$ cat src/rtl/rhht_pkg.sv
// ----------------------------------------------------------------------------
// rhht_pkg
// Shared types and constants for the Robin Hood hash table.
// ----------------------------------------------------------------------------
package rhht_pkg;

  localparam int CAPACITY_DEF = 1024;

  localparam logic [1:0] CMD_INSERT = 2'd0;
  localparam logic [1:0] CMD_LOOKUP = 2'd1;
  localparam logic [1:0] CMD_DELETE = 2'd2;

  typedef enum logic [2:0] {
    ST_INSERTED  = 3'd0,
    ST_UPDATED   = 3'd1,
    ST_FOUND     = 3'd2,
    ST_NOT_FOUND = 3'd3,
    ST_DELETED   = 3'd4,
    ST_FULL      = 3'd5
  } status_t;

  typedef enum logic [3:0] {
    S_CLEAR,
    S_IDLE,
    S_HOME,
    S_FRD,
    S_FCHK,
    S_IRD,
    S_ICHK,
    S_SRD,
    S_SCHK
  } state_t;

  typedef struct packed {
    logic [1:0]  cmd;
    logic [63:0] key;
    logic [31:0] hash_value;
    logic [63:0] value_in;
  } in_t;

  typedef struct packed {
    status_t     status;
    logic [63:0] value_out;
    logic [10:0] entry_total;
  } out_t;

endpackage

$ cat src/rtl/rhht_mod.sv
// ----------------------------------------------------------------------------
// rhht_mod
// Remainder of a 32-bit hash by the table capacity, by reciprocal multiply.
// ----------------------------------------------------------------------------
module rhht_mod #(
  parameter int CAPACITY = rhht_pkg::CAPACITY_DEF,
  parameter int IW       = 10
) (
  input  logic          clk,
  input  logic          rst_n,
  input  logic          start,
  input  logic [31:0]   hash,
  output logic          done,
  output logic [IW-1:0] rem
);

  // The reciprocal is scaled by 2^(32+IW) and rounded down, so the estimated
  // quotient is the true one or one less, and one final subtract corrects it.
  localparam int QS = 32 + IW;
  localparam logic [32:0] RECIP = 33'((64'd1 << QS) / CAPACITY);
  localparam logic [31:0] CAP_W = 32'(CAPACITY);

  logic        v1_r, v1_nxt;
  logic        v2_r, v2_nxt;
  logic        v3_r, v3_nxt;
  logic [31:0] h_r, h_nxt;
  logic [64:0] prod_r, prod_nxt;
  logic [31:0] raw_r, raw_nxt;
  logic [31:0] quo;
  logic [31:0] fix;

  // Stage one multiplies by the reciprocal, stage two forms the raw
  // remainder and the output applies the single correction.
  always_comb begin
    v1_nxt   = start;
    v2_nxt   = v1_r;
    v3_nxt   = v2_r;
    h_nxt    = start ? hash : h_r;
    prod_nxt = 65'(h_r) * 65'(RECIP);
    quo      = 32'(prod_r >> QS);
    raw_nxt  = h_r - quo * CAP_W;
  end

  always_ff @(posedge clk) begin
    if (!rst_n) begin
      v1_r <= 1'b0;
      v2_r <= 1'b0;
      v3_r <= 1'b0;
    end else begin
      v1_r <= v1_nxt;
      v2_r <= v2_nxt;
      v3_r <= v3_nxt;
    end
    h_r    <= h_nxt;
    prod_r <= prod_nxt;
    raw_r  <= raw_nxt;
  end

  assign fix  = (raw_r >= CAP_W) ? raw_r - CAP_W : raw_r;
  assign done = v3_r;
  assign rem  = fix[IW-1:0];

endmodule

$ cat config.mk
export PLATFORM = sky130hd
export DESIGN_NAME = rhht_mod
export DESIGN_NICKNAME = d
export VERILOG_FILES = /design/src/rtl/rhht_pkg.sv /design/src/rtl/rhht_mod.sv
export SDC_FILE = /design/constraint.sdc
export NUM_CORES = 1
export LEC_CHECK = 0
export ABC_AREA = 1
export CAP_MARGIN = 20
export CORE_MARGIN = 3
export CORE_UTILIZATION = 35
export DETAILED_ROUTE_END_ITERATION = 8
export DONT_BUFFER_PORTS = 1
export PLACE_DENSITY = 0.62
export SYNTH_ARGS = -nofsm -noshare
export SYNTH_HDL_FRONTEND = slang
export SYNTH_SLANG_ARGS = --single-unit
$ cat constraint.sdc
create_clock -name clk -period 0.8 [get_ports clk]
set_input_delay 0.08 -clock clk [delete_from_list [all_inputs] [get_ports clk]]
set_output_delay 0.08 -clock clk [all_outputs]
set_load 0.05 [all_outputs]
==> impl_metrics.yaml, run 1 <==
timing:
  setup_tns_ns: -0.714
  hold_viol: 11
  fmax_mhz: 1150
  rsz0062_at_grt: "true"
  final_max_slew_viol_count: 0
  slew_headroom_pct: 92.6
  postLayoutSetupSlackWorst_ns: -0.0718
  period_minus_slack_ns: 0.872
  worstMarginPinSlew_ns: 0.111
  whs_ns: -0.125
  setup_viol: 11
  finalCritPeriodShare_pct: 109
  skew_ns: 0.00620
setup_path:
  cp-start-kind: "flip-flop"
  critPathTopFamily: "flip-flops"
  worstPathMaxFanout: 1
  path_buf_inv: 1
  endpoint_kind: "output port"
  critical_path.cell_chain: "buf_12"
  slowest_stage: "dfxtp_2"
  worstSetupPathType: "reg2out"
  required_ns: 0.72
  cp_data_arrival_time_ns: 0.79
  rrSetupSlack_ns: 0.30
  cpPeakStageDelay_ns: 0.36
finish:
  syn_to_final_growth_pct: 67.0
  num-nets-final: 91
  fin_area_sq_um: 973
  diodes: 0
  drive_gt1_share_pct: 45.5
detailed_routing:
  drt_pass1_iterations: 4
  wl_microns: 838
  wl_per_cell_microns: 11.8
  vias: 300
  drt-vias-per-instance: 4.23
  drt_iter0_drc: 7
  drc_errors: 0
  postRouteAntennaNets: 0
pwr:
  p_switching_mw: 0.514
  netSwitchingFraction_pct: 23.1
  p_clk_share_pct: 22.3
  power_frac_seq_pct: 61.4
  p_leak_nw: 0.401
  p_comb_share_pct: 16.3
  p_int_mw: 1.71
  peakVddDrop_uv: 1010
  power.density_nw_per_um2: 2280
  power_mw: 2.22
synthesis:
  yosysTopAreaCellShare_pct: 51.5
  synth_simple_gate_area_share_pct: 1.93
  syn_inst: 29
  syn-num-nets: 64
  synthMuxAreaShare_pct: 0
  synth_seq_cells: 23
  seq_area_frac_synth_pct: 96.1
  synth.distinct_cells: 4
  synth_fa_ha_area_share_pct: 0
  avgSynthCellArea_sq_um: 20.1
  synth_area_leaders: "edfxtp_1 (52%), dfxtp_1 (45%), inv_1 (1.9%)"
  synth_xor_area_share_pct: 0
  syn_area_sq_um: 583
  synth_top_family_by_area: "buffers and inverters"
  yosysWarnings: 0
  synth_compound_area_share_pct: 0
  synth_top_cell_by_area: "edfxtp_1"
cts:
  root_buffer: "clkbuf_4"
  tritoncts: "built"
  insertion_delay_ns: 0.30
  cts_sinks: 23
  clk_pin_slew_ns: 0.11
  hold_buffers: 11
  cts_made_buffers: 3
  clock_path_buffers: 2
  htreeDepth: 1
place:
  gp_congestion: 0.595
  portBuffers: 0
  dpl_cell_area_sq_um: 823
die:
  rows: 14
  die_w_microns: 46.8
  io_pins: 46
  core_area_sq_um: 1540
  start_util_pct: 37.8
  die_h_microns: 46.8
  die-area_sq_um: 2190
global_route:
  overflow: 0
  grt_max_degree: 13
  antenna_found_initial: 0
  grt_pass1_vias: 305
  track_usage_pct: 9.94
  grt_pass1_wl_microns: 1390
status:
  status: "complete, but fails checks"
  failed_checks: "negative hold slack, negative setup slack"
run:
  maxCapViolations: 0
worst_hold_path:
  hp-class: "in2reg"
[layout make-up]
type                            instances  area, sq um
Timing Repair Buffer                   22          330
Clock buffer                            4         26.3
Inverter                                3         11.3
Tap cell                               16         20.0
Fill cell                             122          568
Multi-Input combinational cell          3         11.3
Sequential cell                        23          574
[per-stage QoR]
stage               worst slack, ns  std cells  util, %
floorplan                     0.133         29        -
global placement              0.240         56     53.4
detailed placement            0.211         56     53.4
CTS                         -0.0944         71     63.1
global route                 -0.110         71     63.1
finish                      -0.0718         71     63.1
[path summary, 6_finish.rpt]
path | endpoint | start | cells after the start
setup / recovery | rem[1] | raw_r[1] | 1
hold / removal | v1_r | start | 2
setup reg to reg | raw_r[3] | h_r[3] | 0
hold reg to reg | raw_r[4] | h_r[4] | 0
[cells in the final DEF (no fill, tap or decap)]
cell type      instances
buf_12                11
dlygate4sd3_1         11
clkbuf_4               3
inv_1                  3
dfxtp_2               11
edfxtp_1              10
dfxtp_1                2
nand2_1                3
clkbuf_1               1
[kinds of logic after synthesis]
| logic type | after synthesis |
|---|---|
| buffers and inverters | 3 |
| flip-flops | 23 |
| AND/OR/NAND/NOR | 3 |
[power by group through the flow]
| stage | combinational, mW | clock, mW | sequential (mW) |
|---|---|---|---|
| after detailed placement | 0.320 | 0 | 1.39 |
| final | 0.361 | 0.496 | 1.37 |
| after CTS | 0.364 | 0.521 | 1.37 |
| after global routing | 0.375 | 0.561 | 1.38 |
| after global placement | 0.320 | 0 | 1.38 |
| after floorplan | 0.00396 | 0 | 1.51 |
[what timing repair did]
| action | CTS | global route |
|---|---|---|
| setup endpoints to repair | 11 | 11 |
| endpoints found under the hold margin | 23 | 11 |
| buffers inserted | 0 | 0 |
| gates resized for setup | 11 | 0 |
[routing by layer]
| metal | track usage [%] | vias to the layer above | routed length [microns] |
|---|---|---|---|
| met5 | 0 | - | 0 |
| met4 | 6.63 | 0 | 16 |
| met3 | 3.45 | 2 | 61 |
| met2 | 15.7 | 14 | 473 |
| met1 | 11.3 | 138 | 287 |
| li1 | - | 146 | - |
[sequential cells by signal (all words and copies together) (netlist names)]
signal  count
done        1
h_r        10
raw_r      10
v1_r        1
v2_r        1
[cell usage after synthesis]
cell type	instances
nand2_1	3
inv_1	3
dfxtp_1	13
edfxtp_1	10
Power figures use the tool's default switching activity.
==> run 2: changes to the inputs <==
--- a/config.mk
+++ b/config.mk
@@ -11,6 +11,7 @@
 export CORE_UTILIZATION = 35
 export DETAILED_ROUTE_END_ITERATION = 8
 export DONT_BUFFER_PORTS = 1
+export MAX_ROUTING_LAYER = met4
 export PLACE_DENSITY = 0.62
 export SYNTH_ARGS = -nofsm -noshare
 export SYNTH_HDL_FRONTEND = slang
==> run 2 against run 1 <==
  * The flow still finishes with violations (negative hold slack, negative setup slack)
  * Largest cell class unchanged
  * Combinational power about the same
  * Non-clock buffer count is the same
  * Clock skew is 0.0013 ns lower
  * Global-route usage grew 0.33 points
  * Worst hold slack better by 0.00050 ns
  * Die area unchanged
  * First-iteration DRC count unchanged
  * Final area did not move
==> impl_metrics.yaml, run 2 (synthesized netlist as in run 1, its figures left out) <==
global_route:
  antenna_found_initial: 0
  grt_pass1_vias: 308
  grt_pass1_wl_microns: 1390
  track_usage_pct: 10.3
  grt_max_degree: 13
  overflow: 0
status:
  failed_checks: "negative hold slack, negative setup slack"
  status: "complete, but fails checks"
setup_path:
  critical_path.cell_chain: "buf_12"
  cp_data_arrival_time_ns: 0.79
  cpPeakStageDelay_ns: 0.36
  slowest_stage: "dfxtp_2"
  path_buf_inv: 1
  critPathTopFamily: "flip-flops"
  required_ns: 0.72
  worstSetupPathType: "reg2out"
  worstPathMaxFanout: 1
  endpoint_kind: "output port"
  cp-start-kind: "flip-flop"
timing:
  worstMarginPinSlew_ns: 0.111
  hold_viol: 11
  whs_ns: -0.125
  rsz0062_at_grt: "true"
  period_minus_slack_ns: 0.870
  final_max_slew_viol_count: 0
  postLayoutSetupSlackWorst_ns: -0.0698
  finalCritPeriodShare_pct: 109
  setup_viol: 11
  skew_ns: 0.00492
  fmax_mhz: 1150
  slew_headroom_pct: 92.6
cts:
  clk_pin_slew_ns: 0.10
  clock_path_buffers: 2
  insertion_delay_ns: 0.30
  root_buffer: "clkbuf_4"
  tritoncts: "built"
  hold_buffers: 11
  cts_made_buffers: 3
  cts_sinks: 23
  htreeDepth: 1
finish:
  utilization_pct: 63.1
  mostFrequentLayoutCells: "dfxtp_2 (11), dlygate4sd3_1 (11), buf_12 (11)"
  finalNonFillerCells: 71
  drive_gt1_share_pct: 45.5
  diodes: 0
  syn_to_final_growth_pct: 67.0
  fin_area_sq_um: 973
  num-nets-final: 91
  reg.largest.list: "h_r: 10 flops, raw_r: 10 flops"
die:
  die-area_sq_um: 2190
  die_h_microns: 46.8
  die_w_microns: 46.8
  core_area_sq_um: 1540
  rows: 14
  start_util_pct: 37.8
  io_pins: 46
detailed_routing:
  drc_errors: 0
  wl_per_cell_microns: 11.7
  drt_pass1_iterations: 4
  postRouteAntennaNets: 0
  drt-vias-per-instance: 4.17
  drt_iter0_drc: 7
  wl_microns: 832
  vias: 296
pwr:
  peakVddDrop_uv: 1010
  p_leak_nw: 0.401
  power.density_nw_per_um2: 2280
run:
  maxCapViolations: 0
place:
  portBuffers: 0
  dpl_cell_area_sq_um: 823
  post-place-cells: 56
  gp_congestion: 0.599
worst_hold_path:
  hp-class: "in2reg"
-- run 2: cell counts in the layout (fill, tap and decap cells not counted) --
Identical to the previous run, type by type.
-- run 2: area by class of cell --
class	instances	area [sq um]
timing repair buffer	22	330
tap	16	20.0
fill	122	568
multi-input combinational	3	11.3
sequential	23	574
inverter	3	11.3
clock buffer	4	26.3
-- run 2: timing repair --
item | in CTS | in global routing
setup endpoints to repair | 11 | 11
pin swaps | 0 | 0
hold endpoints to repair | 23 | 11
gates cloned | 0 | 0
resized for setup | 11 | 0
buffers inserted | 0 | 0
-- run 2: metal layers --
| metal | track usage [%] | vias up | wire (microns) |
|---|---|---|---|
| met5 | - | - | 0 |
| met4 | 6.63 | 0 | 16 |
| met3 | 3.45 | 2 | 60 |
| met2 | 15.7 | 14 | 473 |
| met1 | 11.3 | 133 | 282 |
| li1 | - | 147 | - |
-- run 2: path summary, 6_finish.rpt --
path	cells past startpoint	slack [ns]	to	start
min	2	-0.12	v1_r	start
max reg2reg	0	0.31	raw_r[3]	h_r[3]
min reg2reg	0	0.35	raw_r[4]	h_r[4]
max	1	-0.07	rem[3]	raw_r[3]
-- run 2: power by group --
part	total, mW	internal (mW)	switching, mW
Combinational	0.361	0.191	0.171
Clock	0.494	0.194	0.300
Sequential	1.37	1.32	0.0417
-- run 2: metrics by stage --
stage / power, mW / setup slack (ns) / TNS (ns) / hold slack (ns)
4_1_cts: 2.25 / -0.0944 / -0.880 / -0.137
5_1_grt: 2.31 / -0.110 / -1.13 / -0.142
2_1_floorplan: 1.51 / 0.133 / 0 / 0.173
3_5_place_dp: 1.71 / 0.211 / 0 / 0.179
6_report: 2.22 / -0.0698 / -0.698 / -0.125
3_3_place_gp: 1.70 / 0.240 / 0 / 0.178
==> run 3: changes to the inputs <==
--- a/config.mk
+++ b/config.mk
@@ -11,8 +11,9 @@
 export CORE_UTILIZATION = 35
 export DETAILED_ROUTE_END_ITERATION = 8
 export DONT_BUFFER_PORTS = 1
+export GPL_TIMING_DRIVEN = 1
 export MAX_ROUTING_LAYER = met4
-export PLACE_DENSITY = 0.62
+export PLACE_DENSITY = 0.6
 export SYNTH_ARGS = -nofsm -noshare
 export SYNTH_HDL_FRONTEND = slang
 export SYNTH_SLANG_ARGS = --single-unit
==> constraint.sdc (replaced) <==
create_clock -name clk -period 1.1 [get_ports clk]
set_input_delay 0.11 -clock clk [delete_from_list [all_inputs] [get_ports clk]]
set_output_delay 0.11 -clock clk [all_outputs]
set_load 0.05 [all_outputs]
==> run 3 against run 2 <==
  * The flow now finishes without violations
  * First-iteration DRC count down 86%
  * Wire length down 14%
  * Combinational power down 88%
  * Highest routed layer is now met3
  * Core utilization down 14 points
  * Clock skew down 0.0037 ns
  * Setup slack better by 0.13 ns
  * Largest cell class unchanged
  * Critical path depth down 1
  * Sequential share of layout area up 16 points
  * Clock power down 29%
  * Via count down 12%
==> impl_metrics.yaml, run 3 (synthesized netlist as in run 1, its figures left out) <==
timing:
  period_minus_slack_ns: 1.04
  hold_viol: 0
  fmax_mhz: 962
  setup_tns_ns: 0
  slew_headroom_pct: 67.7
  worstMarginPinSlew_ns: 0.483
  rsz0062_at_grt: "false"
  setup_viol: 0
  skew_ns: 0.00126
  finalCritPeriodShare_pct: 94.5
  final_max_slew_viol_count: 0
global_route:
  overflow: 0
  track_usage_pct: 7.41
  antenna_found_initial: 0
  grt_max_degree: 14
  grt_pass1_vias: 254
  grt_pass1_wl_microns: 1030
finish:
  drive_gt1_share_pct: 11.1
  syn_to_final_growth_pct: 29.0
  num-nets-final: 81
  mostFrequentLayoutCells: "dlygate4sd3_1 (12), dfxtp_1 (12), edfxtp_1 (10)"
  fin_area_sq_um: 752
  reg.largest.list: "h_r: 10 flops, raw_r: 10 flops"
  diodes: 0
  finalNonFillerCells: 61
worst_hold_path:
  hp-class: "reg2reg"
cts:
  cts_sinks: 23
  clock_path_buffers: 2
  root_buffer: "clkbuf_4"
  htreeDepth: 1
  clk_pin_slew_ns: 0.11
  tritoncts: "built"
  cts_made_buffers: 3
  insertion_delay_ns: 0.29
die:
  io_pins: 46
  rows: 14
  die-area_sq_um: 2190
  die_w_microns: 46.8
  core_area_sq_um: 1540
  start_util_pct: 37.8
  die_h_microns: 46.8
setup_path:
  worstPathMaxFanout: 1
  endpoint_kind: "output port"
  cp_data_arrival_time_ns: 0.93
  cp-start-kind: "flip-flop"
  worstSetupPathType: "reg2out"
  required_ns: 0.99
detailed_routing:
  wl_per_cell_microns: 11.8
  drt_pass1_iterations: 2
  drc_errors: 0
  drt-vias-per-instance: 4.26
  wl_microns: 719
  postRouteAntennaNets: 0
  drt_iter0_drc: 1
  vias: 260
pwr:
  netSwitchingFraction_pct: 24.0
  p_clk_share_pct: 23.8
  p_int_mw: 1.12
  p_comb_share_pct: 3.0
  p_switching_mw: 0.354
  peakVddDrop_uv: 1030
  p_leak_nw: 0.306
  power.density_nw_per_um2: 1960
  power_frac_seq_pct: 73.2
  power_mw: 1.48
place:
  gp_congestion: 0.669
  dpl_cell_area_sq_um: 603
  portBuffers: 0
  post-place-cells: 45
run:
  maxCapViolations: 0
status:
  status: "finished clean"
==> run 3: cell count changes in the layout (fill, tap and decap cells not counted), sizes merged <==
cell and change:
dlygate4sd3 +1, buf -11, clkbuf -1, clkinv +1
==> run 3: layout make-up <==
type	instances	area, sq um
Clock buffer	3	22.5
Clock inverter	1	5.00
Fill cell	144	790
Inverter	3	11.3
Multi-Input combinational cell	3	11.3
Sequential cell	23	562
Tap cell	16	20.0
Timing Repair Buffer	12	120
==> run 3: final timing paths <==
kind	from	endpoint	slack (ns)	cells past startpoint
worst min register to register	h_r[8]	raw_r[8]	0.35	0
worst max-delay path	raw_r[6]	rem[6]	0.06	0
worst min-delay path	h_r[8]	raw_r[8]	0.35	0
worst max register to register	v1_r	v2_r	0.61	2
==> run 3: stage by stage <==
step | utilization (%) | hold WS (ns) | setup WS (ns)
after floorplan | - | 0.203 | 0.403
after global routing | 48.8 | 0.363 | 0.0121
after CTS | 48.7 | 0.354 | 0.0401
after detailed placement | 39.1 | 0.209 | 0.387
after global placement | 39.1 | 0.208 | 0.387
final | 48.8 | 0.352 | 0.0605
==> run 3: routing by layer <==
layer,GRT usage [%],up-vias,routed length [microns]
li1,-,128,-
met1,6.20,120,233
met2,13.0,12,404
met3,4.21,0,80
met4,3.31,0,0
met5,-,-,0
==> run 3: power groups by stage <==
| stage | registers [mW] | clock network [mW] | logic [mW] |
|---|---|---|---|
| 2_1_floorplan | 1.10 | 0 | 0.00288 |
| 3_3_place_gp | 1.10 | 0 | 0.00307 |
| 3_5_place_dp | 1.10 | 0 | 0.00375 |
| 4_1_cts | 1.08 | 0.372 | 0.0453 |
| 5_1_grt | 1.09 | 0.403 | 0.0503 |
| 6_report | 1.08 | 0.351 | 0.0449 |
==> run 3: repair_timing <==
action | 4_1_cts | 5_1_grt
resized for setup | 0 | 1
hold buffers | 12 | 0
endpoints found under the hold margin | 23 | 0
endpoints found under the setup margin | 0 | 1
buffers inserted | 0 | 0
